<file path="src/hw/rtl/gha_pkg.sv">
// gha_pkg: shared types for the generational handle allocator
// operation codes and the command/status structs between controller and datapath
// no dependencies
`default_nettype none

package gha_pkg;

    // operation codes carried on the input tuser
    typedef enum logic [1:0] {
        CMD_CREATE  = 2'd0,
        CMD_DESTROY = 2'd1,
        CMD_CHECK   = 2'd2,
        CMD_GET     = 2'd3
    } cmd_t;

    // field widths of the stream words
    localparam int unsigned IDX_W = 8;
    localparam int unsigned GEN_W = 32;

    // controller to datapath
    typedef struct packed {
        logic load;         // capture the input word
        logic stack_rd;     // read top of free stack
        logic tbl_rd;       // read generation table
        logic tbl_sel_pop;  // table address from popped index instead of slot index
        logic commit;       // update state and load the result register
    } ctrl_cmd_t;

    // datapath to controller
    typedef struct packed {
        cmd_t cmd;          // captured operation
        logic free_avail;   // free stack not empty
        logic out_free;     // result register can take a word this cycle
    } ctrl_stat_t;

endpackage

`default_nettype wire

</file>
<file path="src/hw/rtl/gha_ctrl.sv">
// gha_ctrl: sequencer for one operation at a time
// depends on gha_pkg (cmd_t, ctrl_cmd_t, ctrl_stat_t)
`default_nettype none

module gha_ctrl (
    input  wire logic                aclk,
    input  wire logic                aresetn,
    input  wire logic                s_tvalid,
    output logic                     s_tready,
    input  wire gha_pkg::ctrl_stat_t stat,
    output gha_pkg::ctrl_cmd_t       cmd
);

    typedef enum logic [3:0] {
        ST_IDLE     = 4'b0001,
        ST_DISPATCH = 4'b0010,
        ST_POP      = 4'b0100,
        ST_LOOKUP   = 4'b1000
    } state_t;

    state_t state_reg;
    state_t state_next;

    // state register
    always_ff @(posedge aclk) begin
        if (!aresetn) begin
            state_reg <= ST_IDLE;
        end else begin
            state_reg <= state_next;
        end
    end

    assign s_tready = (state_reg == ST_IDLE);

    // next state and commands
    always_comb begin
        state_next = state_reg;
        cmd        = '0;
        case (state_reg)
            ST_IDLE: begin
                if (s_tvalid) begin
                    cmd.load   = 1'b1;
                    state_next = ST_DISPATCH;
                end
            end
            ST_DISPATCH: begin
                if (stat.cmd == gha_pkg::CMD_CREATE) begin
                    if (stat.free_avail) begin
                        cmd.stack_rd = 1'b1;
                        state_next   = ST_POP;
                    end else if (stat.out_free) begin
                        // append or table full, no read needed
                        cmd.commit = 1'b1;
                        state_next = ST_IDLE;
                    end
                end else begin
                    cmd.tbl_rd = 1'b1;
                    state_next = ST_LOOKUP;
                end
            end
            ST_POP: begin
                cmd.tbl_rd      = 1'b1;
                cmd.tbl_sel_pop = 1'b1;
                state_next      = ST_LOOKUP;
            end
            ST_LOOKUP: begin
                if (stat.out_free) begin
                    cmd.commit = 1'b1;
                    state_next = ST_IDLE;
                end
            end
            default: begin
                state_next = ST_IDLE;
            end
        endcase
    end

endmodule

`default_nettype wire

</file>
<file path="config.mk">
export PLATFORM = sky130hd
export DESIGN_NAME = gha_ctrl
export DESIGN_NICKNAME = d
export VERILOG_FILES = /design/src/hw/rtl/gha_pkg.sv /design/src/hw/rtl/gha_ctrl.sv
export SDC_FILE = /design/constraint.sdc
export NUM_CORES = 1
export LEC_CHECK = 0
export ABC_AREA = 1
export BUFFER_PORTS_ARGS = -buffer_cell sky130_fd_sc_hd__buf_2
export CORE_AREA = 10 10 47 49
export DETAILED_ROUTE_END_ITERATION = 6
export DIE_AREA = 0 0 57 59
export MAX_ROUTING_LAYER = met4
export SYNTH_ARGS = -nofsm -noshare
export SYNTH_HDL_FRONTEND = slang
export SYNTH_SLANG_ARGS = --single-unit
</file>
<file path="constraint.sdc">
create_clock -name aclk -period 2.4 [get_ports aclk]
set_input_delay 0.12 -clock aclk [delete_from_list [all_inputs] [get_ports aclk]]
set_output_delay 0.12 -clock aclk [all_outputs]
set_load 0.01 [all_outputs]
</file>
==> out/results.ini, run 1 <==
[status]
status = finished clean

[clocking]
cts_root_buf = clkbuf_4
max-clock-path-buffers = 2
cts-htree-levels = 1
cts_tree = built
clk_pin_slew_ns = 0.04
insertion_delay_ns = 0.24
ctsResizeCount = 0
numCtsBuffers = 3
cts.sinks = 4
postCtsSetupBuffers = 0
cts_hold_buf = 0

[worst_setup_path]
critical_path_required_ns = 2.28
cp_slowest_stage_delay_ns = 0.34
worst_path_max_delay_cell = dfxtp_1
start_kind = flip-flop
path_max_fanout = 5
critPathKind = reg -> out
endpoint_kind = primary output
path_common_cell = nor2_1
worstPathArrival_ns = 1.21
path_cells = nor2_1, nand2_1, nor2_1, nor2_1, inv_1, buf_2

[yosys]
yosys_warnings = 0
postSynthCellCount = 53
synth_edf_count = 0
yosysUniqueCellTypes = 10
synth_top_area_cell = dfxtp_1
synth_top_area_frac = 0.281
syn_area_um2 = 285
synth_flop_cell = dfxtp_1
synth-seq-cells = 4
ys_async_sr_fraction = 0
ys_seq_area_frac = 0.281
syn_area_per_cell_um2 = 5.38
yosys-top-cells-area = dfxtp_1 (28%), inv_1 (17%), nor2_1 (17%)
synth_top_cells_by_count = inv_1 (13), nor2_1 (13), nand2_1 (12)
syn-num-nets = 60

[grt]
grt_pass1_vias = 356
use_met3 = 0.0365
antenna_found_initial = 0
grt_max_degree = 6
grt-busiest-layer = met2
grt_util_all_layers = 0.0555
grt_pass1_wl_um = 1400
met1_usage = 0.0534
gr-total-overflow = 0
use_met2 = 0.0744

[cells_and_area]
n_antenna_cell = 0
layout.cells.non_filler = 84
fin_nets = 77
largest_reg_flops = 4
area_delta_synth_final_pct = 36.0
final_layout_size_suffix_gt1_frac = 0.265

[power_and_ir_drop]
p_int_uw = 162
p_seq_frac = 0.331
p_per_area_nw_per_um2 = 646
power.total_uw = 251
p_leak_nw = 0.253
p_sw_frac = 0.353
power_frac_clock = 0.345
combPwrFrac = 0.324
switching_power_uw = 88.4
ir_worst_vdd_mv = 0.291

[floorplanning]
fp.dieW_um = 57
start_util = 0.204
die_area_um2 = 3360
core_area_um2 = 1400
die_h_um = 59
io_pins = 13
num_rows = 14

[sta]
post-route-min-period_ns = 1.33
slew_violations = 0
fmax_mhz = 752
final_hold_viol_count = 0
finalCritPeriodShare = 0.554
rsz0062_at_grt = no
slew_headroom = 0.835
fin_skew_ns = 0.00405
worstMarginPinSlew_ns = 0.246
finalSetupTns_ns = 0
setup_violations = 0

[detailed_routing]
drtPass1Iterations = 4
vias = 360
ant_nets = 0
wl_per_cell_um = 9.68
drtIter0Drc = 10
route.detailed.drc = 0
avgViaCountPerCell = 4.29
drt-total-wl_um = 813

[place]
gp_congestion = 0.790
port_buffers = 12
hpwlAfterDp_um = 688
dp_cells = 81

[min_path]
hp-class = in -> reg

[flow_run]
cap_violations = 0

power groups by stage:
stage,logic [mW],clock network (mW),registers [mW]
floorplan,0.0561,0,0.0823
global placement,0.0829,0,0.0833
detailed placement,0.0821,0,0.0838
CTS,0.0831,0.0890,0.0825
global route,0.0935,0.0975,0.0838
finish,0.0813,0.0865,0.0829
kinds of logic after synthesis:
group / share of synthesized area
flops: 0.281
buf+inv: 0.171
compound gates: 0.0482
simple gates: 0.500
routing by layer:
| metal | part of all wire | vias up |
|---|---|---|
| li1 | - | 188 |
| met3 | 0.082 | 4 |
| met4 | 0.028 | 0 |
| met2 | 0.46 | 13 |
| met1 | 0.42 | 155 |
| met5 | 0 | - |
through the flow:
stage | instance area, µm² | hold slack, ns | worst slack, ns | utilization
floorplan | 285 | 0.218 | 1.39 | -
finish | 388 | 0.0867 | 1.07 | 0.277
global route | 388 | 0.0754 | 0.863 | 0.277
CTS | 388 | 0.0830 | 1.06 | 0.277
global placement | 365 | 0.334 | 1.31 | 0.261
detailed placement | 365 | 0.331 | 1.31 | 0.261
final timing paths:
kind / endpoint / from / slack [ns] / depth (start not counted)
setup reg to reg: state_reg[3] / state_reg[0] / 1.44 / 7
hold / removal: state_reg[3] / aresetn / 0.09 / 3
setup / recovery: cmd[0] / state_reg[0] / 1.07 / 6
hold reg to reg: state_reg[2] / state_reg[1] / 0.64 / 4
layout by cell type, fill, tap and decap left out:
cell type / instances
a21oi_2: 1
buf_2: 12
clkbuf_4: 3
dfxtp_1: 4
inv_1: 13
nand2_1: 12
nand3_1: 5
nand4_1: 1
nor2_1: 13
nor2_2: 2
nor3_1: 1
o21ai_0: 1
worst max-delay path, delay by kind of cell, from the launching register on:
kind,cells,cell delay (ns)
AND/OR/NAND/NOR,4,0.47
flip-flops,1,0.34
buffers and inverters,2,0.17
cell type report:
type                            instances  area, µm²
Fill cell                             176       1010
Multi-Input combinational cell         36        156
Sequential cell                         4       80.1
Timing Repair Buffer                   12       60.1
Inverter                               13       48.8
Clock buffer                            3       22.5
Tap cell                               16       20.0
(Power assumes the default switching activity.)
==> run 2: changes to the inputs <==
ABC_AREA = 0   (was 1)
clock period = 1.2 ns   (was 2.4 ns; I/O delays follow)
==> run 2 against run 1 <==
Against the previous run: the flow now finishes with violations (negative setup slack); register-to-register slack worse by 1.8 ns; global-route usage up 0.091 points; die area did not move; synthesized cell count shrank 40%; sequential cell count unchanged; sequential power increased by 76%; critical path type unchanged.
==> out/results.ini, run 2 <==
[place]
dp_cells = 69  ; -15%
port_buffers = 12  ; unchanged
gp_congestion = 0.739  ; -6.5%
hpwlAfterDp_um = 705  ; +2.5%
post_dp_cell_area_um2 = 445  ; +22%

[worst_setup_path]
critical_path_required_ns = 1.14  ; -1.14 ns
start_kind = flip-flop
worstPathArrival_ns = 1.56  ; +0.35 ns
endpoint_kind = primary output
path_max_fanout = 2  ; -3
critPathKind = reg -> out

[floorplanning]
num_rows = 14  ; unchanged
core_area_um2 = 1400  ; unchanged
die_h_um = 59  ; unchanged
fp.dieW_um = 57  ; unchanged
die_area_um2 = 3360  ; unchanged
io_pins = 13  ; unchanged
start_util = 0.196  ; -0.00714

[grt]
antenna_found_initial = 0  ; unchanged
grt_max_degree = 8  ; +2
grt_util_all_layers = 0.0564  ; +0.000913
grt_pass1_wl_um = 1470  ; +4.9%
grt_pass1_vias = 362  ; +1.7%
gr-total-overflow = 0  ; unchanged

[sta]
finalCritPeriodShare = 1.35
post-route-min-period_ns = 1.62
fin_skew_ns = 0.00318  ; -0.000868 ns
setup_violations = 10  ; +10
worstMarginPinSlew_ns = 0.298  ; +0.0520 ns
finalWorstSetupSlack_ns = -0.424  ; -1.49 ns
final_hold_viol_count = 0  ; unchanged
rsz0062_at_grt = yes
fmax_mhz = 616
slew_violations = 0  ; unchanged
hold_slack_ns = 0.0555  ; -0.0311 ns
slew_headroom = 0.801  ; -0.0343

[cells_and_area]
final_cell_mix = buf_4 (12), buf_2 (11), inv_1 (3), clkbuf_4 (3), buf_6 (3)
largest_reg_flops = 4  ; unchanged
area_delta_synth_final_pct = 108
seq_area_um2 = 86.3  ; +7.8%
fin_nets = 70  ; -9.1%
final_layout_size_suffix_gt1_frac = 0.694  ; +0.429
fillers = 155  ; -12%
design_area_um2 = 573  ; +48%
n_antenna_cell = 0  ; unchanged
multiInputGateArea_um2 = 244  ; +56%
layout_commonest_cell = buf_4
utilization = 0.409  ; +0.132
layout.cells.non_filler = 78  ; -7.1%

[yosys]
synth_fa_ha_area_frac = 0  ; unchanged
yosysMostFrequentCell = dfxtp_1
synth-simple-area-share = 0.455  ; -0.0455
synth_top_cells_by_count = dfxtp_1 (4), inv_1 (3)
ys_async_sr_fraction = 0  ; unchanged
synth_top_family_by_area = simple AND/OR/NAND/NOR gates
postSynthCellCount = 32  ; -40%
syn_area_per_cell_um2 = 8.60  ; +60%
synth_mux_area_frac = 0  ; unchanged
yosysUniqueCellTypes = 22  ; +12
yosys-top-cells-area = dfxtp_1 (29%), nor4_2 (9.1%), nor4b_1 (6.4%)
syn-num-nets = 39  ; -35%
synth-seq-cells = 4  ; unchanged
synth_edf_count = 0  ; unchanged
yosys_warnings = 0  ; unchanged
synth_compound_area_frac = 0.200  ; +0.152
synth_flop_cell = dfxtp_1
synth_xor_area_frac = 0  ; unchanged
syn_area_um2 = 275  ; -3.5%
synth_top_area_cell = dfxtp_1
synth_top_area_frac = 0.291  ; +0.0102
ys_seq_area_frac = 0.291  ; +0.0102

[clocking]
cts-htree-levels = 1  ; unchanged
cts_tree = built
cts_hold_buf = 0  ; unchanged
max-clock-path-buffers = 2  ; unchanged
insertion_delay_ns = 0.24  ; about the same
clk_pin_slew_ns = 0.04  ; about the same
cts_root_buf = clkbuf_4
numCtsBuffers = 3  ; unchanged
cts.sinks = 4  ; unchanged

[detailed_routing]
drtIter0Drc = 6  ; -4
wl_per_cell_um = 12.2  ; +26%
route.detailed.drc = 0  ; unchanged
ant_nets = 0  ; unchanged
vias = 358  ; -0.56%
drt-total-wl_um = 954  ; +17%
drtPass1Iterations = 4  ; unchanged
avgViaCountPerCell = 4.59  ; +7.1%

[power_and_ir_drop]
p_leak_nw = 0.270  ; +6.8%
power.total_uw = 447  ; +78%
p_per_area_nw_per_um2 = 780  ; +21%
ir_worst_vdd_mv = 0.609  ; +110%

[flow_run]
cap_violations = 0  ; unchanged

[status]
status = complete, but fails checks
violations = negative setup slack

[min_path]
hp-class = in -> reg

run 2: timing repair:
item                                   in CTS  in global routing
pin swaps                                   2                  4
setup endpoints to repair                  10                 10
resized for setup                           4                  9
endpoints found under the hold margin       0                  0
setup buffers                               3                  2
run 2: power by group:
group          internal (mW)  switching (mW)
Sequential             0.140         0.00619
Clock                  0.125          0.0595
Combinational         0.0625          0.0543
run 2: cell type report:
cell class,instances,share of cell area
timing repair buffer,26,0.312
clock buffer,4,0.0459
multi-input combinational,24,0.426
inverter,4,0.0306
sequential,4,0.151
tap,16,0.0349
run 2: worst paths after layout:
kind              cells past startpoint    startpoint      endpoint  slack (ns)
setup / recovery                      4  state_reg[2]        cmd[3]       -0.42
hold reg to reg                       2  state_reg[1]  state_reg[1]        0.58
setup reg to reg                      6  state_reg[2]  state_reg[3]       -0.31
hold / removal                        2       aresetn  state_reg[0]        0.06
run 2: cell families after synthesis:
group           count (synthesis)
flops                           4
compound gates                  7
buf+inv                         4
simple gates                   17
run 2: worst max-delay path, stage by stage (launching register included):
cell,delay [ns]
dfxtp_2,0.31
or4_4,0.54
buf_4,0.16
nor4_4,0.14
buf_2,0.18
run 2: routing by layer:
| metal | vias up | wire, µm | track usage |
|---|---|---|---|
| li1 | 178 | - | - |
| met1 | 168 | 405 | 0.0570 |
| met2 | 10 | 475 | 0.0853 |
| met3 | 2 | 69 | 0.0386 |
| met4 | 0 | 4 | 0.0201 |
| met5 | - | 0 | - |
run 2: metrics by stage:
| stage | setup WS, ns | TNS [ns] |
|---|---|---|
| final | -0.424 | -2.77 |
| after global routing | -0.494 | -3.45 |
| after CTS | -0.445 | -2.40 |
| after detailed placement | -0.253 | -1.32 |
| after global placement | -0.246 | -1.28 |
| after floorplan | -0.139 | -0.658 |
==> run 3: changes to the inputs <==
CELL_PAD_IN_SITES_DETAIL_PLACEMENT = 1   (was unset)
CELL_PAD_IN_SITES_GLOBAL_PLACEMENT = 1   (was unset)
CTS_CLUSTER_DIAMETER = 150   (was unset)
PLACE_DENSITY_LB_ADDON = 0.1   (was unset)
==> run 3 against run 2 <==
Against the previous run: the flow still finishes with violations (negative setup slack); non-clock buffer count unchanged; wire length up 13%; via count increased by 1.4%; fmax is 1.5% lower; register-to-register slack worse by 0.04 ns; critical endpoint is now cmd[2].
==> out/results.ini, run 3 (same netlist as run 2, synthesis figures left out) <==
[status]
status = complete, but fails checks
violations = negative setup slack

[detailed_routing]
drtIter0Drc = 3  ; -3
route.detailed.drc = 0  ; unchanged
wl_per_cell_um = 13.8  ; +13%
drtPass1Iterations = 2  ; -2
vias = 363  ; +1.4%
avgViaCountPerCell = 4.65  ; +1.4%
ant_nets = 0  ; unchanged
drt-total-wl_um = 1080  ; +13%

[worst_setup_path]
critPathKind = reg -> out
start_kind = flip-flop
worstPathArrival_ns = 1.59  ; +0.03 ns
critical_path_required_ns = 1.14  ; about the same
worst_path_max_delay_cell = or3_4
path_cells = buf_4, buf_6, or3_4, a211oi_2, buf_2
endpoint_kind = primary output
path_max_fanout = 6  ; +4
cp_slowest_stage_delay_ns = 0.36  ; -0.18 ns

[sta]
slew_violations = 0  ; unchanged
rsz0062_at_grt = yes
final_hold_viol_count = 0  ; unchanged
slew_headroom = 0.755  ; -0.0453
fin_skew_ns = 0.00674  ; +0.00356 ns
post-route-min-period_ns = 1.65  ; +0.0243 ns
finalCritPeriodShare = 1.37  ; +0.0203
setup_violations = 10  ; unchanged
finalWorstSetupSlack_ns = -0.448  ; -0.0243 ns
hold_slack_ns = 0.0502  ; -0.00536 ns
worstMarginPinSlew_ns = 0.366  ; +0.0678 ns
finalSetupTns_ns = -3.06  ; -0.286 ns
fmax_mhz = 607  ; -1.5%

[flow_run]
cap_violations = 0  ; unchanged

[clocking]
cts_tree = built
clk_pin_slew_ns = 0.05  ; about the same
numCtsBuffers = 3  ; unchanged
insertion_delay_ns = 0.24  ; about the same
cts.sinks = 4  ; unchanged
max-clock-path-buffers = 2  ; unchanged
cts_root_buf = clkbuf_4
cts-htree-levels = 1  ; unchanged
cts_hold_buf = 0  ; unchanged

[place]
port_buffers = 12  ; unchanged
gp_congestion = 0.738  ; about the same
dp_cells = 68  ; -1.4%
hpwlAfterDp_um = 800  ; +14%
pre_cts_slack_ns = -0.254  ; -0.000790 ns

[floorplanning]
core_area_um2 = 1400  ; unchanged
fp.dieW_um = 57  ; unchanged
num_rows = 14  ; unchanged
start_util = 0.196  ; unchanged
die_h_um = 59  ; unchanged
die_area_um2 = 3360  ; unchanged
io_pins = 13  ; unchanged

[cells_and_area]
largest_reg_flops = 4  ; unchanged
area_delta_synth_final_pct = 110
n_antenna_cell = 0  ; unchanged
final_layout_size_suffix_gt1_frac = 0.677  ; -0.0161
fin_nets = 70  ; unchanged
layout_commonest_cell = buf_4
fillers = 174  ; +12%
final_cell_mix = buf_4 (12), buf_2 (9), buf_6 (5), inv_1 (3), clkbuf_4 (3)
layout.cells.non_filler = 78  ; unchanged

[power_and_ir_drop]
ir_worst_vdd_mv = 0.503  ; -17%
p_leak_nw = 0.272  ; +1.0%
p_per_area_nw_per_um2 = 813  ; +4.2%

[grt]
grt_util_all_layers = 0.0703  ; +0.0138
grt_max_degree = 8  ; unchanged
antenna_found_initial = 0  ; unchanged
grt_pass1_wl_um = 1850  ; +26%
gr-total-overflow = 0  ; unchanged
grt_pass1_vias = 376  ; +3.9%

[min_path]
hp-class = in -> reg

[run 3: final timing paths]
kind,from,endpoint,slack [ns],depth (start not counted)
setup / recovery,state_reg[2],cmd[2],-0.45,5
hold / removal,aresetn,state_reg[0],0.05,2
setup reg to reg,state_reg[2],state_reg[3],-0.35,6
hold reg to reg,state_reg[1],state_reg[1],0.58,2
[run 3: final cells by class]
| cell class | instances | area (µm²) | area share |
|---|---|---|---|
| clock buffer | 4 | 26.3 | 0.0456 |
| inverter | 4 | 17.5 | 0.0304 |
| multi-input combinational | 24 | 236 | 0.410 |
| sequential | 4 | 85.1 | 0.148 |
| tap | 16 | 20.0 | 0.0347 |
| timing repair buffer | 26 | 191 | 0.332 |
[run 3: power breakdown]
part / switching (mW) / total (mW) / internal [mW]
clock: 0.0666 / 0.192 / 0.126
sequential: 0.00632 / 0.145 / 0.139
combinational: 0.0575 / 0.132 / 0.0740
[run 3: metrics by stage]
stage	util	cell area (µm²)	total power [mW]
global placement	0.313	438	0.243
CTS	0.390	547	0.455
detailed placement	0.313	438	0.246
global route	0.412	577	0.504
finish	0.412	577	0.469
floorplan	-	298	0.193
[run 3: timing repair]
action | 4_1_cts | 5_1_grt
setup endpoints to repair | 10 | 10
gates resized for setup | 8 | 8
pin swaps | 4 | 5
setup buffers | 62 | 3
[run 3: worst max-delay path, delay by kind of cell (launching register included)]
kind / cells / cell delay, ns
and+or+nand+nor: 1 / 0.36
buffers and inverters: 3 / 0.43
DFF: 1 / 0.31
AOI/OAI and AO/OA: 1 / 0.26
[run 3: metal layers]
metal | global-route usage | wire length, µm
met1 | 0.0774 | 466
met2 | 0.113 | 528
met3 | 0.0365 | 80
met4 | 0.0101 | 0
met5 | - | 0
